## src/cln_pkg.sv

```systemverilog
`timescale 1ns / 1ps
// ----------------------------------------------------------------------------
// cln_pkg
// Shared types, codes and constants of the character LCD nibble sequencer.
// ----------------------------------------------------------------------------
package cln_pkg;

  // Display geometry
  localparam int LAST_COLUMN = 15;
  localparam int ROW_COUNT   = 2;

  // Command codes
  localparam logic [1:0] CMD_INIT   = 2'd0;
  localparam logic [1:0] CMD_CLEAR  = 2'd1;
  localparam logic [1:0] CMD_CURSOR = 2'd2;
  localparam logic [1:0] CMD_CHAR   = 2'd3;

  // Configuration register indexes
  localparam logic [2:0] REG_ENABLE_HIGH = 3'd0;
  localparam logic [2:0] REG_SETTLE      = 3'd1;
  localparam logic [2:0] REG_CLEAR_WAIT  = 3'd2;
  localparam logic [2:0] REG_POWER_UP    = 3'd3;
  localparam logic [2:0] REG_FIRST_WAKE  = 3'd4;
  localparam logic [2:0] REG_WAKE        = 3'd5;

  // Register reset values
  localparam logic [15:0] SETTLE_RST     = 16'd50;
  localparam logic [15:0] CLEAR_WAIT_RST = 16'd2000;
  localparam logic [15:0] POWER_UP_RST   = 16'd50000;
  localparam logic [15:0] FIRST_WAKE_RST = 16'd4500;
  localparam logic [15:0] WAKE_RST       = 16'd150;

  // Instruction bytes and wake nibbles
  localparam logic [7:0] BYTE_FUNCTION_SET = 8'h28;
  localparam logic [7:0] BYTE_DISPLAY_ON   = 8'h0C;
  localparam logic [7:0] BYTE_ENTRY_MODE   = 8'h06;
  localparam logic [7:0] BYTE_CLEAR        = 8'h01;
  localparam logic [7:0] BYTE_SET_DDRAM    = 8'h80;
  localparam logic [7:0] ROW_ADDR_STEP     = 8'h40;
  localparam logic [3:0] NIB_WAKE          = 4'h3;
  localparam logic [3:0] NIB_FOUR_BIT      = 4'h2;

  // Strobe step numbering
  localparam int          STEP_W         = 4;
  localparam logic [3:0]  STEP_INIT_LAST = 4'd11;
  localparam logic [3:0]  STEP_BYTE_LAST = 4'd1;

  typedef struct packed {
    logic             load_item;  // latch a new command
    logic             load_out;   // load the strobe of the current step
    logic [STEP_W-1:0] step;
  } cln_ctl_t;

  typedef struct packed {
    logic last_step;
  } cln_sts_t;

endpackage

```

## src/cln_ctrl.sv

```systemverilog
`timescale 1ns / 1ps
// ----------------------------------------------------------------------------
// cln_ctrl
// Controller: takes a command, then walks its strobe steps one per cycle
// into the output register as room allows.
// ----------------------------------------------------------------------------
module cln_ctrl (
  input  logic              clk,
  input  logic              rst,
  input  logic              in_valid,
  output logic              in_ready,
  input  logic              out_ready,
  output logic              out_valid,
  output cln_pkg::cln_ctl_t ctl,
  input  cln_pkg::cln_sts_t sts
);

  localparam logic ST_IDLE = 1'b0;
  localparam logic ST_RUN  = 1'b1;

  logic                      state;
  logic [cln_pkg::STEP_W-1:0] step;
  logic                      room;

  assign room     = !out_valid || out_ready;
  assign in_ready = (state == ST_IDLE);

  assign ctl.load_item = in_valid && in_ready;
  assign ctl.load_out  = (state == ST_RUN) && room;
  assign ctl.step      = step;

  always_ff @(posedge clk) begin
    if (rst) begin
      state     <= ST_IDLE;
      step      <= '0;
      out_valid <= 1'b0;
    end else begin
      if (ctl.load_out) begin
        out_valid <= 1'b1;
      end else if (out_ready) begin
        out_valid <= 1'b0;
      end
      case (state)
        ST_IDLE: begin
          if (ctl.load_item) begin
            state <= ST_RUN;
            step  <= '0;
          end
        end
        ST_RUN: begin
          if (ctl.load_out) begin
            if (sts.last_step) begin
              state <= ST_IDLE;
            end
            step <= step + 1'b1;
          end
        end
        default: state <= ST_IDLE;
      endcase
    end
  end

endmodule

```

## src/cln_datapath.sv

```systemverilog
`timescale 1ns / 1ps
// ----------------------------------------------------------------------------
// cln_datapath
// Datapath: configuration registers, latched command, strobe decode and
// output register.
// ----------------------------------------------------------------------------
module cln_datapath (
  input  logic              clk,
  input  logic              rst,
  input  logic              cfg_we,
  input  logic [2:0]        cfg_index,
  input  logic [15:0]       cfg_data,
  input  logic [1:0]        command,
  input  logic [7:0]        column,
  input  logic [7:0]        row,
  input  logic [7:0]        char_code,
  input  cln_pkg::cln_ctl_t ctl,
  output cln_pkg::cln_sts_t sts,
  output logic              register_select,
  output logic [3:0]        nibble,
  output logic [15:0]       wait_before_us,
  output logic [16:0]       wait_after_us,
  output logic              last_strobe
);

  localparam logic [7:0] COL_MAX = 8'(cln_pkg::LAST_COLUMN);
  localparam logic [7:0] ROW_MAX = 8'(cln_pkg::ROW_COUNT - 1);

  logic [15:0] settle_us;
  logic [15:0] clear_wait_us;
  logic [15:0] power_up_wait_us;
  logic [15:0] first_wake_wait_us;
  logic [15:0] wake_wait_us;

  logic [1:0]  cmd;
  logic [7:0]  byte_val;   // byte sent by clear, cursor and char commands

  logic [7:0]  col_c;
  logic [7:0]  row_c;
  logic [7:0]  cursor_byte;

  logic [7:0]  tx_byte;
  logic        s_rs;
  logic [3:0]  s_nib;
  logic [15:0] s_before;
  logic [15:0] s_extra;
  logic        s_last;

  // configuration; the enable-high time is accepted but drives no output
  always_ff @(posedge clk) begin
    if (rst) begin
      settle_us          <= cln_pkg::SETTLE_RST;
      clear_wait_us      <= cln_pkg::CLEAR_WAIT_RST;
      power_up_wait_us   <= cln_pkg::POWER_UP_RST;
      first_wake_wait_us <= cln_pkg::FIRST_WAKE_RST;
      wake_wait_us       <= cln_pkg::WAKE_RST;
    end else if (cfg_we) begin
      case (cfg_index)
        cln_pkg::REG_ENABLE_HIGH: ;
        cln_pkg::REG_SETTLE:      settle_us          <= cfg_data;
        cln_pkg::REG_CLEAR_WAIT:  clear_wait_us      <= cfg_data;
        cln_pkg::REG_POWER_UP:    power_up_wait_us   <= cfg_data;
        cln_pkg::REG_FIRST_WAKE:  first_wake_wait_us <= cfg_data;
        cln_pkg::REG_WAKE:        wake_wait_us       <= cfg_data;
        default: ;
      endcase
    end
  end

  // cursor address: clamp, row offset, set-DDRAM bit
  assign col_c       = (column > COL_MAX) ? COL_MAX : column;
  assign row_c       = (row > ROW_MAX) ? ROW_MAX : row;
  assign cursor_byte = cln_pkg::BYTE_SET_DDRAM | 8'((row_c << 6) + col_c);

  always_ff @(posedge clk) begin
    if (ctl.load_item) begin
      cmd <= command;
      case (command)
        cln_pkg::CMD_CLEAR:  byte_val <= cln_pkg::BYTE_CLEAR;
        cln_pkg::CMD_CURSOR: byte_val <= cursor_byte;
        default:             byte_val <= char_code;
      endcase
    end
  end

  assign sts.last_step = (cmd == cln_pkg::CMD_INIT) ?
                         (ctl.step == cln_pkg::STEP_INIT_LAST) :
                         (ctl.step == cln_pkg::STEP_BYTE_LAST);

  // strobe decode for the current step
  always_comb begin
    s_rs     = 1'b0;
    s_before = '0;
    s_extra  = '0;
    s_last   = sts.last_step;
    tx_byte  = byte_val;
    if (cmd == cln_pkg::CMD_INIT) begin
      case (ctl.step[3:1])
        3'd2:    tx_byte = cln_pkg::BYTE_FUNCTION_SET;
        3'd3:    tx_byte = cln_pkg::BYTE_DISPLAY_ON;
        3'd4:    tx_byte = cln_pkg::BYTE_ENTRY_MODE;
        default: tx_byte = cln_pkg::BYTE_CLEAR;
      endcase
      // bytes start on an even step, so step[0] picks the low nibble
      s_nib = ctl.step[0] ? tx_byte[3:0] : tx_byte[7:4];
      case (ctl.step)
        4'd0: begin
          s_nib    = cln_pkg::NIB_WAKE;
          s_before = power_up_wait_us;
          s_extra  = first_wake_wait_us;
        end
        4'd1, 4'd2: begin
          s_nib   = cln_pkg::NIB_WAKE;
          s_extra = wake_wait_us;
        end
        4'd3: s_nib = cln_pkg::NIB_FOUR_BIT;
        cln_pkg::STEP_INIT_LAST: s_extra = clear_wait_us;
        default: ;
      endcase
    end else begin
      s_rs  = (cmd == cln_pkg::CMD_CHAR);
      s_nib = ctl.step[0] ? tx_byte[3:0] : tx_byte[7:4];
      if (ctl.step[0] && (cmd == cln_pkg::CMD_CLEAR)) begin
        s_extra = clear_wait_us;
      end
    end
  end

  always_ff @(posedge clk) begin
    if (ctl.load_out) begin
      register_select <= s_rs;
      nibble          <= s_nib;
      wait_before_us  <= s_before;
      wait_after_us   <= {1'b0, settle_us} + {1'b0, s_extra};
      last_strobe     <= s_last;
    end
  end

endmodule

```

## src/char_lcd_nibble_sequencer.sv

```systemverilog
`timescale 1ns / 1ps
// ----------------------------------------------------------------------------
// char_lcd_nibble_sequencer
// Turns LCD commands into the enable strobes of a 4-bit character LCD bus.
// The first strobe is loaded into the output register once the controller is in
// its run state; then one strobe per cycle from the step counter while the output
// has room. A new command is taken only after the last strobe of the previous one.
// Reset: synchronous; configuration registers return to defaults, nothing in flight.
// ----------------------------------------------------------------------------
module char_lcd_nibble_sequencer (
  input  logic        clk,
  input  logic        rst,
  input  logic        s_axis_tvalid,
  output logic        s_axis_tready,
  input  logic [23:0] s_axis_tdata,   // column[7:0], row[15:8], char_code[23:16]
  input  logic [1:0]  s_axis_tuser,   // command[1:0]
  output logic        m_axis_tvalid,
  input  logic        m_axis_tready,
  output logic [39:0] m_axis_tdata,   // nibble[3:0], wait_before_us[19:4],
                                      // wait_after_us[36:20], zero[39:37]
  output logic        m_axis_tuser,   // register_select
  output logic        m_axis_tlast,   // last_strobe
  input  logic        cfg_valid,
  output logic        cfg_ready,
  input  logic [2:0]  cfg_index,
  input  logic [15:0] cfg_data
);

  cln_pkg::cln_ctl_t ctl;
  cln_pkg::cln_sts_t sts;
  logic [3:0]        nibble;
  logic [15:0]       wait_before_us;
  logic [16:0]       wait_after_us;

  assign cfg_ready = 1'b1;

  cln_ctrl u_ctrl (
    .clk       (clk),
    .rst       (rst),
    .in_valid  (s_axis_tvalid),
    .in_ready  (s_axis_tready),
    .out_ready (m_axis_tready),
    .out_valid (m_axis_tvalid),
    .ctl       (ctl),
    .sts       (sts)
  );

  cln_datapath u_datapath (
    .clk             (clk),
    .rst             (rst),
    .cfg_we          (cfg_valid && cfg_ready),
    .cfg_index       (cfg_index),
    .cfg_data        (cfg_data),
    .command         (s_axis_tuser),
    .column          (s_axis_tdata[7:0]),
    .row             (s_axis_tdata[15:8]),
    .char_code       (s_axis_tdata[23:16]),
    .ctl             (ctl),
    .sts             (sts),
    .register_select (m_axis_tuser),
    .nibble          (nibble),
    .wait_before_us  (wait_before_us),
    .wait_after_us   (wait_after_us),
    .last_strobe     (m_axis_tlast)
  );

  assign m_axis_tdata = {3'b000, wait_after_us, wait_before_us, nibble};

endmodule
```

## config.mk

```make
export PLATFORM = sky130hd
export DESIGN_NAME = char_lcd_nibble_sequencer
export DESIGN_NICKNAME = d
export VERILOG_FILES = /design/src/cln_pkg.sv /design/src/cln_ctrl.sv /design/src/cln_datapath.sv /design/src/char_lcd_nibble_sequencer.sv
export SDC_FILE = /design/constraint.sdc
export NUM_CORES = 1
export LEC_CHECK = 0
export BUFFER_PORTS_ARGS = -buffer_cell sky130_fd_sc_hd__buf_2
export CORE_UTILIZATION = 45
export DETAILED_ROUTE_END_ITERATION = 16
export PLACE_DENSITY = 0.68
export SYNTH_ARGS = -nofsm -noshare
export SYNTH_HDL_FRONTEND = slang
export SYNTH_SLANG_ARGS = --single-unit
```

## constraint.sdc

```tcl
create_clock -name clk -period 8.5 [get_ports clk]
set_input_delay 1.275 -clock clk [delete_from_list [all_inputs] [get_ports clk]]
set_output_delay 1.275 -clock clk [all_outputs]
set_load 0.05 [all_outputs]
```

==> results_dict.tcl <==
set metrics [dict create \
    status "finished, final reports clean" \
    fin_worst_skew_ns 0.00607 \
    die_h_um 119 \
    setup_viol 0 \
    drc 0 \
    ir_drop_mv 0.136 \
    clock_sinks 135 \
    yosysTopAreaCell "dfxtp_1" \
    drt-total-wl_mm 14.6 \
    final_cells 941 \
    worst_slack_ns 4.35 \
    dieWidth_um 119 \
    ctsResizeCount 0 \
    async_flop_share_pct 0 \
    port_buffers 90 \
    dp_cells 909 \
    clk_latency_ns 0.42 \
    power.density_nw_per_um2 229 \
    cp_slowest_cell "and2_1" \
    ys_warn_count 0 \
    ant_nets 0 \
    grt_pass1_vias 4956 \
    tritoncts "done" \
    cts_setup_buffers 0 \
    root_buffer "clkbuf_16" \
    nNetsFinal 825 \
    initial_core_util_pct 46.5 \
    ctsHoldBuffers 0 \
    antenna_found_initial 0 \
    rsz0062_at_grt "no" \
    place.gp.congestion 0.903 \
    p_leak_nw 2.96 \
    cp_top_family "compound AO/OA/AOI/OAI gates" \
    fin_area_um2 7320 \
    dieArea_um2 14200 \
    synth_area_leaders "dfxtp_1, edfxtp_1, nand2_1" \
    ctsHtreeMaxLevel 4 \
    fmax_mhz 241 \
    crit_required_ns 8.66 \
    grt_overflow 0 \
    worst_pin_slew_ns 1.28 \
    fin_crit_ns 4.15 \
    antenna_cells 0 \
    dp_slack_ns 4.44 \
    maxCapViolCount 0 \
    drv_slew 0 \
    hold_viol 0 \
    cts.path.max_buffers 2 \
    drtIter0Drc 482 \
    yosysMostFrequentCell "nand2_1" \
    yosys_register_bits 135 \
    synthesis.area_um2 6180 \
    grt_pass1_wl_mm 23.6 \
    finalSetupTns_ns 0 \
    syn_avg_cell_area_um2 9.04 \
    wl_per_cell_um 15.5 \
    relSlewSlack_pct 14.2 \
    cp_max_fo 33 \
    yosysUniqueCellTypes 53 \
    drtPass1Iterations 5 \
    grt_max_degree 87 \
    dpl.hpwl_mm 10.1 \
    dr_total_vias 5156 \
    routed_via_density 5.48 \
    cpPeakStageDelay_ns 0.93 \
    hp-class "register to register" \
    arrival_ns 4.31 \
    netlist_instances 683 \
    area_growth_pct 18.6 \
    top_level_ports 95 \
    synth_common_cells "nand2_1, dfxtp_1, a21oi_1" \
    placed_cell_area_um2 6680 \
    rows 42 \
    synth_edf_count 49 \
    clkSlewWorstSetupHoldPaths_ns 0.06 \
    synth.yosys.seq_area_share_pct 51.7 \
    path_class "register to register" \
    start_kind "register" \
    cp_num_buf_inv 2 \
    end_kind "register" \
    crit_chain "inv_1 -> ha_1 -> and2_1 -> a22oi_1 -> o21ai_1 -> ha_1 -> inv_1 -> fa_1 -> nor2b_1 -> o21a_1 -> a311o_1 -> a31oi_4 -> o21ai_1 -> xor2_1" \
    grt.total_usage_pct 21.4 \
    min_period_over_period_pct 48.8 \
    ys.flop_type "dfxtp_1" \
    layout-drive-gt1-share_pct 17.4 \
    synth_top_area_share_pct 27.9 \
    core_area_um2 13300 \
    numCtsBuffers 17 \
]
-- stage by stage --
stage	utilization, %	hold slack (ns)	power [W]
final	55.1	0.452	0.00168
after global routing	55.1	0.471	0.00173
after CTS	55.1	0.454	0.00169
after detailed placement	50.3	0.447	0.000915
after global placement	50.3	0.440	0.000910
after floorplan	-	0.432	0.000862
-- sequential cells by signal, summed over array words and instances (netlist names) --
register and cells:
u_datapath.wait_before_us 16, u_datapath.clear_wait_us 16, u_datapath.settle_us 16, u_ctrl.out_valid 1, u_datapath.last_strobe 1, u_datapath.wake_wait_us 16, u_ctrl.step 4, u_datapath.nibble 4
u_ctrl.state 1, u_datapath.register_select 1, u_datapath.cmd 2, u_datapath.wait_after_us 17, u_datapath.power_up_wait_us 16, u_datapath.first_wake_wait_us 16, u_datapath.byte_val 8
-- tightest hold or removal path, delay by kind of cell, from the launching register on --
family,cells,cell delay [ns]
compound gates,1,0.05
flops,1,0.30
simple gates,1,0.05
-- layout by cell type (no fill, tap or decap), types with 6 or more instances in the layout --
cell | netlist | routed
nand2_1 | 194 | 194
buf_2 | 10 | 90
dfxtp_1 | 86 | 86
a21oi_1 | 76 | 76
edfxtp_1 | 49 | 49
o21ai_1 | 32 | 32
nand3b_1 | 26 | 26
ha_1 | 22 | 22
clkbuf_16 | 0 | 20
and3_1 | 18 | 18
nor2_1 | 16 | 16
a22oi_1 | 16 | 16
xnor2_1 | 10 | 10
inv_1 | 9 | 9
nor2b_1 | 6 | 6
-- cell families after synthesis --
logic type	after synthesis	synth area share [%]
xor+xnor	15	2.13
flops	135	51.7
other cells	2	0.122
mux	5	0.830
simple gates	292	21.8
buf+inv	56	3.85
fa+ha+maj	23	4.78
compound gates	155	14.8
-- report_power, final --
group	switching, W	internal [W]
clock network	0.000264	0.000514
registers	0.0000116	0.000703
logic	0.000135	0.0000519
-- per-layer routing --
layer | global-route usage, % | up-vias | part of all wire, %
li1 | - | 2490 | -
met1 | 24.1 | 2492 | 42
met2 | 38.4 | 147 | 52
met3 | 5.08 | 27 | 4.4
met4 | 9.18 | 0 | 1.8
met5 | 0 | - | 0
-- final cells by class --
type,count,area [um^2]
flip-flops and latches,135,3190
clock inverters,6,80.1
fillers,1220,5970
well taps,176,220
inverters,11,41.3
repair buffers,93,473
clock buffers,26,563
multi-input cells,494,2750
-- worst paths after layout --
kind / start / end / slack, ns / cells past startpoint
worst max-delay path: u_ctrl.step[0]$_SDFFE_PP0P_ / u_datapath.wait_after_us[14]$_DFFE_PP_ / 4.35 / 14
worst min-delay path: u_datapath.power_up_wait_us[2]$_SDFFE_PP0P_ / u_datapath.power_up_wait_us[2]$_SDFFE_PP0P_ / 0.45 / 2
worst max register to register: u_ctrl.step[0]$_SDFFE_PP0P_ / u_datapath.wait_after_us[14]$_DFFE_PP_ / 4.35 / 14
worst min register to register: u_datapath.power_up_wait_us[2]$_SDFFE_PP0P_ / u_datapath.power_up_wait_us[2]$_SDFFE_PP0P_ / 0.45 / 2
No activity file was read; power rests on OpenSTA's default activity.
